<file path="src/hw/rtl/sfrc_pkg.sv">
// sfrc_pkg: shared constants for the square-free range counter
// no dependencies; used by the channel interfaces and the top level

package sfrc_pkg;

  // width of a range bound on the ports
  localparam int unsigned VALUE_BITS = 16;

  // width of the result count on the ports
  localparam int unsigned COUNT_BITS = 16;

  // saturation limit of the count
  localparam logic [COUNT_BITS-1:0] COUNT_MAX = '1;

  // first divisor root of the trial division
  localparam int unsigned FIRST_ROOT = 2;

  typedef logic [VALUE_BITS-1:0] value_t;
  typedef logic [COUNT_BITS-1:0] count_t;

endpackage

</file>
<file path="src/hw/rtl/sfrc_if.sv">
// sfrc_in_if and sfrc_out_if: valid/ready channels of the square-free range counter
// depends on sfrc_pkg for the payload types

interface sfrc_in_if;
  logic              valid;
  logic              ready;
  sfrc_pkg::value_t  range_low;
  sfrc_pkg::value_t  range_high;

  modport source (output valid, output range_low, output range_high, input ready);
  modport sink   (input valid, input range_low, input range_high, output ready);
endinterface

interface sfrc_out_if;
  logic              valid;
  logic              ready;
  sfrc_pkg::count_t  free_count;

  modport source (output valid, output free_count, input ready);
  modport sink   (input valid, input free_count, output ready);
endinterface

</file>
<file path="src/hw/rtl/square_free_range_count.sv">
// square_free_range_count: counts the square-free integers of a range by trial division
// depends on sfrc_pkg and the channel interfaces in sfrc_if.sv
//
//   channel   dir   payload                      transfer when
//   in_ch     in    range_low, range_high        in_ch.valid && in_ch.ready
//   out_ch    out   free_count                   out_ch.valid && out_ch.ready
//
// one range at a time; each number v tries divisors d = r*r, r = 2, 3, ... while d <= v,
// each trial a bit-serial restoring remainder over VW dividend bits (VW = min(VALUE_WIDTH, 16))
// a square-free number ends in a test whose divisor square passes it, any other number in a zero remainder
// after the last number the count passes through S_FINISH into the output register, the next range is taken in S_IDLE
// rst_n is synchronous and clears the sequencer and the output valid
// a new range is taken while a result still waits; a finished count stalls on a full output

module square_free_range_count #(
  parameter int unsigned VALUE_WIDTH = 16
) (
  input  logic                clk,
  input  logic                rst_n,
  sfrc_in_if.sink             in_ch,
  sfrc_out_if.source          out_ch
);

  // effective value width after masking to the port width
  localparam int unsigned VW = (VALUE_WIDTH < sfrc_pkg::VALUE_BITS) ?
                               VALUE_WIDTH : sfrc_pkg::VALUE_BITS;
  localparam int unsigned CW = VW + 1;  // current value, holds one past the top
  localparam int unsigned DW = VW + 2;  // divisor square, may pass the top value
  localparam int unsigned BW = $clog2(VW);

  localparam logic [BW-1:0] LAST_BIT = BW'(VW - 1);
  localparam logic [VW-1:0] ROOT_INIT = VW'(sfrc_pkg::FIRST_ROOT);
  localparam logic [DW-1:0] SQ_INIT = DW'(sfrc_pkg::FIRST_ROOT * sfrc_pkg::FIRST_ROOT);

  // sequencer codes
  localparam logic [2:0] S_IDLE   = 3'd0;
  localparam logic [2:0] S_START  = 3'd1;
  localparam logic [2:0] S_TEST   = 3'd2;
  localparam logic [2:0] S_DIV    = 3'd3;
  localparam logic [2:0] S_FINISH = 3'd4;

  logic [2:0]              state_r, state_nxt;
  logic [VW-1:0]           hi_r, hi_nxt;
  logic [CW-1:0]           cur_r, cur_nxt;
  logic [VW-1:0]           root_r, root_nxt;
  logic [DW-1:0]           sq_r, sq_nxt;
  logic [DW-1:0]           rem_r, rem_nxt;
  logic [VW-1:0]           sh_r, sh_nxt;
  logic [BW-1:0]           bit_r, bit_nxt;
  sfrc_pkg::count_t        count_r, count_nxt;
  logic                    out_valid_r, out_valid_nxt;
  sfrc_pkg::count_t        out_count_r, out_count_nxt;

  logic                    in_xfer;
  logic                    out_free;
  logic [DW:0]             rem_sh;
  logic [DW:0]             rem_sub;
  logic [DW-1:0]           rem_step;
  logic [DW-1:0]           cur_ext;
  sfrc_pkg::count_t        count_inc;

  assign in_ch.ready       = (state_r == S_IDLE);
  assign in_xfer           = in_ch.valid && in_ch.ready;
  assign out_ch.valid      = out_valid_r;
  assign out_ch.free_count = out_count_r;
  assign out_free          = !out_valid_r || out_ch.ready;

  // one restoring remainder step: bring in the next dividend bit, subtract if it fits
  assign rem_sh   = {rem_r, sh_r[VW-1]};
  assign rem_sub  = rem_sh - {1'b0, sq_r};
  assign rem_step = (rem_sh >= {1'b0, sq_r}) ? rem_sub[DW-1:0] : rem_sh[DW-1:0];

  assign cur_ext   = {1'b0, cur_r};
  assign count_inc = (count_r == sfrc_pkg::COUNT_MAX) ? count_r : count_r + 1'b1;

  // sequencer next state
  always_comb begin
    state_nxt     = state_r;
    hi_nxt        = hi_r;
    cur_nxt       = cur_r;
    root_nxt      = root_r;
    sq_nxt        = sq_r;
    rem_nxt       = rem_r;
    sh_nxt        = sh_r;
    bit_nxt       = bit_r;
    count_nxt     = count_r;
    out_valid_nxt = out_valid_r && !out_ch.ready;
    out_count_nxt = out_count_r;
    case (state_r)
      S_IDLE: begin
        if (in_xfer) begin
          cur_nxt   = {1'b0, in_ch.range_low[VW-1:0]};
          hi_nxt    = in_ch.range_high[VW-1:0];
          count_nxt = '0;
          state_nxt = S_START;
        end
      end
      // next number, or the end of the range
      S_START: begin
        if (cur_r > {1'b0, hi_r}) begin
          state_nxt = S_FINISH;
        end else begin
          root_nxt  = ROOT_INIT;
          sq_nxt    = SQ_INIT;
          state_nxt = S_TEST;
        end
      end
      // divisor square past the number means no square divides it
      S_TEST: begin
        if (sq_r > cur_ext) begin
          count_nxt = count_inc;
          cur_nxt   = cur_r + 1'b1;
          state_nxt = S_START;
        end else begin
          rem_nxt   = '0;
          sh_nxt    = cur_r[VW-1:0];
          bit_nxt   = '0;
          state_nxt = S_DIV;
        end
      end
      // bit-serial remainder of the number by the divisor square
      S_DIV: begin
        rem_nxt = rem_step;
        sh_nxt  = {sh_r[VW-2:0], 1'b0};
        bit_nxt = bit_r + 1'b1;
        if (bit_r == LAST_BIT) begin
          if (rem_step == '0) begin
            cur_nxt   = cur_r + 1'b1;
            state_nxt = S_START;
          end else begin
            sq_nxt    = sq_r + {1'b0, root_r, 1'b1};
            root_nxt  = root_r + 1'b1;
            state_nxt = S_TEST;
          end
        end
      end
      // hand the count to the output register once it is free
      S_FINISH: begin
        if (out_free) begin
          out_valid_nxt = 1'b1;
          out_count_nxt = count_r;
          state_nxt     = S_IDLE;
        end
      end
      default: begin
        state_nxt = S_IDLE;
      end
    endcase
  end

  // control registers
  always_ff @(posedge clk) begin
    if (!rst_n) begin
      state_r     <= S_IDLE;
      out_valid_r <= 1'b0;
    end else begin
      state_r     <= state_nxt;
      out_valid_r <= out_valid_nxt;
    end
  end

  // datapath registers
  always_ff @(posedge clk) begin
    hi_r        <= hi_nxt;
    cur_r       <= cur_nxt;
    root_r      <= root_nxt;
    sq_r        <= sq_nxt;
    rem_r       <= rem_nxt;
    sh_r        <= sh_nxt;
    bit_r       <= bit_nxt;
    count_r     <= count_nxt;
    out_count_r <= out_count_nxt;
  end

  // a taken range always starts the number walk
  a_accept_starts: assert property (@(posedge clk) disable iff (!rst_n)
    in_xfer |=> (state_r == S_START))
    else $error("range transfer did not start the walk");

  // a trial division only runs for a divisor square that does not exceed the number
  a_div_in_bounds: assert property (@(posedge clk) disable iff (!rst_n)
    (state_r == S_DIV) |-> (sq_r <= cur_ext))
    else $error("trial division with divisor square above the number");

  // the output valid rises only from the finishing step
  a_result_source: assert property (@(posedge clk) disable iff (!rst_n)
    $rose(out_valid_r) |-> ($past(state_r) == S_FINISH))
    else $error("result raised outside the finishing step");

  // a trial never starts with a divisor below the first square
  a_divisor_floor: assert property (@(posedge clk) disable iff (!rst_n)
    (state_r == S_TEST) |-> (sq_r >= SQ_INIT && root_r >= ROOT_INIT))
    else $error("divisor below the first square");

endmodule
</file>
<file path="src/flat_wrapper.sv">
// flat-port wrapper written by rule: the top's interface ports become plain ports
module square_free_range_count_flat 
#(
  parameter int unsigned VALUE_WIDTH = 16
)
  (clk, rst_n, in_ch_valid, in_ch_range_low, in_ch_range_high, in_ch_ready, out_ch_valid, out_ch_free_count, out_ch_ready);
  sfrc_in_if in_ch_i ();
  sfrc_out_if out_ch_i ();
  input  logic clk;
  input  logic rst_n;
  input wire logic [$bits(in_ch_i.valid)-1:0] in_ch_valid;
  input wire logic [$bits(in_ch_i.range_low)-1:0] in_ch_range_low;
  input wire logic [$bits(in_ch_i.range_high)-1:0] in_ch_range_high;
  output wire logic [$bits(in_ch_i.ready)-1:0] in_ch_ready;
  output wire logic [$bits(out_ch_i.valid)-1:0] out_ch_valid;
  output wire logic [$bits(out_ch_i.free_count)-1:0] out_ch_free_count;
  input wire logic [$bits(out_ch_i.ready)-1:0] out_ch_ready;
  assign in_ch_i.valid = in_ch_valid;
  assign in_ch_i.range_low = in_ch_range_low;
  assign in_ch_i.range_high = in_ch_range_high;
  assign in_ch_ready = in_ch_i.ready;
  assign out_ch_valid = out_ch_i.valid;
  assign out_ch_free_count = out_ch_i.free_count;
  assign out_ch_i.ready = out_ch_ready;
  square_free_range_count #(.VALUE_WIDTH(VALUE_WIDTH)) u_core (.clk(clk), .rst_n(rst_n), .in_ch(in_ch_i), .out_ch(out_ch_i));
endmodule
</file>
<file path="config.mk">
export PLATFORM = sky130hd
export DESIGN_NAME = square_free_range_count_flat
export DESIGN_NICKNAME = d
export VERILOG_FILES = /design/src/hw/rtl/sfrc_pkg.sv /design/src/hw/rtl/sfrc_if.sv /design/src/hw/rtl/square_free_range_count.sv /design/src/flat_wrapper.sv
export SDC_FILE = /design/constraint.sdc
export NUM_CORES = 1
export LEC_CHECK = 0
export BUFFER_PORTS_ARGS = -buffer_cell sky130_fd_sc_hd__buf_2
export CAP_MARGIN = 20
export CORE_UTILIZATION = 42
export DETAILED_ROUTE_END_ITERATION = 10
export PLACE_DENSITY = 0.6
export SYNTH_ARGS = -nofsm -noshare
export SYNTH_HDL_FRONTEND = slang
export SYNTH_SLANG_ARGS = --single-unit
</file>
<file path="constraint.sdc">
create_clock -name clk -period 5.6 [get_ports clk]
set_input_delay 0.84 -clock clk [delete_from_list [all_inputs] [get_ports clk]]
set_output_delay 0.84 -clock clk [all_outputs]
set_load 0.02 [all_outputs]
</file>
==> results.py <==
metrics = {
    "status": {
        "outcome": "completed",
    },
    "pwr": {
        "p_clk_share_pct": 22.1,
        "p_per_area_nw_per_um2": 497,
        "p_comb_share_pct": 40.1,
        "p_seq_share_pct": 37.8,
        "p_leak_nw": 3.90,
        "ir_drop_mv": 0.281,
        "p_sw_share_pct": 39.8,
        "intPower_mw": 2.95,
        "switching_power_mw": 1.95,
    },
    "layout": {
        "drive_gt1_share_pct": 13.7,
        "syn_to_final_growth_pct": 13.3,
        "antenna_cells": 0,
        "fin_nets": 1004,
    },
    "global_routing": {
        "grt_overflow_total": 0,
        "antenna_found_initial": 0,
        "grt_max_degree": 61,
        "grt_usage_pct": 18.9,
        "grt_pass1_vias": 6033,
        "grt_pass1_wl_um": 31600,
    },
    "clock_tree": {
        "htreeDepth": 4,
        "postCtsResizedCells": 0,
        "root_buffer": "clkbuf_16",
        "cts_max_path_buffers": 2,
        "cts.clk_slew.worst_paths_ns": 0.07,
        "numCtsBuffers": 17,
        "holdBufCountCts": 0,
        "clock_latency_ns": 0.43,
        "cts_tree": "done",
        "cts_sinks": 141,
        "cts_setup_buffers": 0,
    },
    "critical_path": {
        "critPathMaxFanout": 31,
        "cp_data_required_time_ns": 5.66,
        "r2r_start": "u_core.sq_r[16]",
        "crit_arrival_ns": 4.23,
        "worst-setup-path-type": "reg2reg",
        "endpoint_kind": "register",
        "cp-start-kind": "register",
        "critPathLaunch": "u_core.sq_r[16]",
    },
    "floorplan": {
        "start_util_pct": 43.0,
        "die_x_um": 146,
        "io_pins": 54,
        "fp.coreArea_um2": 20300,
        "dieArea_um2": 21300,
        "die_y_um": 146,
        "rows": 52,
    },
    "detailed_routing": {
        "drc": 0,
        "antenna_left": 0,
        "drtIter0Drc": 380,
        "via_per_inst": 5.43,
        "dr.pass1.iters": 5,
        "wl_per_cell_um": 16.5,
        "drt-total-wl_um": 19500,
        "via_count": 6393,
    },
    "worst_hold_path": {
        "hold_start": "u_core.count_r[4]",
        "min_path_type": "reg2reg",
    },
    "synthesis": {
        "synth_warnings": 0,
        "synthFlopType": "edfxtp_1",
        "synth_top_family_by_area": "simple AND/OR/NAND/NOR gates",
        "synth-compound-area-share_pct": 11.8,
        "yosysSeqAreaShare_pct": 48.1,
        "synth-edff-count": 137,
        "syn_nets": 946,
        "syn_inst": 837,
        "synth_area_um2": 8720,
        "synth_cell_types": 65,
        "yosys.area_share.simple_pct": 16.2,
        "synthAdderAreaFrac_pct": 10.6,
        "synthArstFlopShare_pct": 0,
        "synth_mux_area_share_pct": 3.21,
        "synth-seq-cells": 141,
        "syn_area_per_cell_um2": 10.4,
        "synthXorXnorAreaFrac_pct": 6.23,
    },
    "placed_design": {
        "port_buffers": 53,
        "gp_congestion": 0.852,
        "hpwl_um": 14300,
    },
    "job": {
        "cap_violations": 0,
    },
    "timing": {
        "post-route-min-period_ns": 4.17,
        "slew_headroom_pct": 42.8,
        "rsz0062_at_grt": "no",
        "clock.fmax_mhz": 240,
        "fin_hold_ws_ns": 0.482,
        "drv_slew": 0,
        "tightest_slew_ns": 0.856,
        "finalSetupTns_ns": 0,
        "clock_skew_ns": 0.0120,
        "finalCritPeriodShare_pct": 74.5,
        "hold_viol": 0,
        "setup_violations": 0,
    },
}
[routing by layer]
layer	global-route usage, %	routed length (um)	vias to the layer above
li1	-	-	3186
met1	26.1	9280	3051
met2	30.3	9170	134
met3	3.94	768	22
met4	5.26	276	0
met5	0	0	-
[registers in the layout, indices dropped and copies added (netlist names)]
name,cells
u_core.rem_r,18
u_core.sq_r,18
u_core.cur_r,17
u_core.count_r,16
u_core.hi_r,16
u_core.out_ch.free_count,16
u_core.root_r,16
u_core.sh_r,16
u_core.bit_r,4
u_core.state_r,3
u_core.out_ch.valid,1
[through the flow]
step	util, %	setup slack, ns	cell area [um2]	power (mW)	std cells
final	48.7	1.43	9880	4.91	1178
after detailed placement	46.0	1.42	9330	3.83	1146
after floorplan	-	0.210	8720	3.27	837
after global placement	45.9	1.54	9320	3.82	1145
after global routing	48.7	1.04	9880	5.25	1178
after CTS	48.7	1.40	9880	4.93	1178
[synth_stat cells, types with 4 or more instances]
cell      count  area [um2]
a21o_1       15         113
dfxtp_1       4        80.1
nor2_1       99         372
inv_1        68         255
xor2_1       28         245
o21ai_0      39         195
o21a_1       10        75.1
nand4_1      20         125
nor4_1        9        56.3
a21oi_1      40         200
and4_1        4        35.0
o31ai_1       4        30.0
mux2_2       16         180
xnor2_1      34         298
clkbuf_1     17        63.8
a31oi_1       4        25.0
nor2b_1       8        50.1
edfxtp_1    137        4110
or2_2         6        37.5
ha_1         71         888
mux2i_1      10         100
nand2b_1      6        37.5
nand3_1      27         135
nand2_1      58         218
and3_1        9        56.3
or3_1         8        50.1
nor3_1       20         100
a211oi_1      8        60.1
[cells in the final DEF, fill, tap and decap left out, drive strengths merged, types with 3 or more instances in the layout]
cell,instances
a21o,15
nand4,20
nand3,27
a211oi,8
and3,9
xor2,28
edfxtp,137
o21a,11
and4,4
nand2,58
o31ai,6
dfxtp,4
o31a,3
mux2i,10
o21ai,40
nor3,21
o211ai,3
clkbuf,18
clkinvlp,4
or3,9
nand3b,3
or2,6
xnor2,34
nor4,9
inv,76
nor2,99
mux2,16
a21oi,41
buf,59
ha,71
o211a,3
nor2b,9
and2,3
nand2b,6
a31oi,4
[cells by family (layout without fill, tap and decap cells)]
group / Yosys count / after routing
xor gates and xnor gates: 62 / 62
buffers and inverters: 88 / 159
AOI/OAI and AO/OA: 156 / 156
and+or+nand+nor: 291 / 291
adders and majority gates: 73 / 73
DFF: 141 / 141
muxes: 26 / 26
[power by group through the flow]
stage | Combinational (mW) | Clock [mW] | Sequential, mW
global route | 2.20 | 1.15 | 1.89
floorplan | 1.50 | 0 | 1.78
detailed placement | 1.95 | 0 | 1.88
finish | 1.97 | 1.09 | 1.86
CTS | 1.97 | 1.11 | 1.86
global placement | 1.95 | 0 | 1.87
[worst max-delay path: stages, from the launching register on]
cell and delay, ns:
edfxtp_1 0.45, inv_1 0.09, ha_1 0.37, nand2_1 0.10, nor4b_1 0.40, and3_1 0.23, o31ai_1 0.07, o211a_1 0.14
buf_4 0.25, nor4_1 0.34, a41oi_1 0.18, nor3_2 0.50, o211a_1 0.67
[final timing paths]
kind,to,slack [ns],cells after the start
max,u_core.cur_r[15],1.43,12
max reg2reg,u_core.cur_r[15],1.43,12
min,u_core.out_ch.free_count[4],0.48,0
min reg2reg,u_core.out_ch.free_count[4],0.48,0
[area by class of cell]
| class | count | area (um2) |
|---|---|---|
| Inverter | 68 | 255 |
| Clock buffer | 18 | 429 |
| Tap cell | 270 | 338 |
| Timing Repair Buffer | 59 | 327 |
| Clock inverter | 14 | 125 |
| Sequential cell | 141 | 4190 |
| Fill cell | 1920 | 10400 |
| Multi-Input combinational cell | 608 | 4210 |
Power figures use the tool's default switching activity.
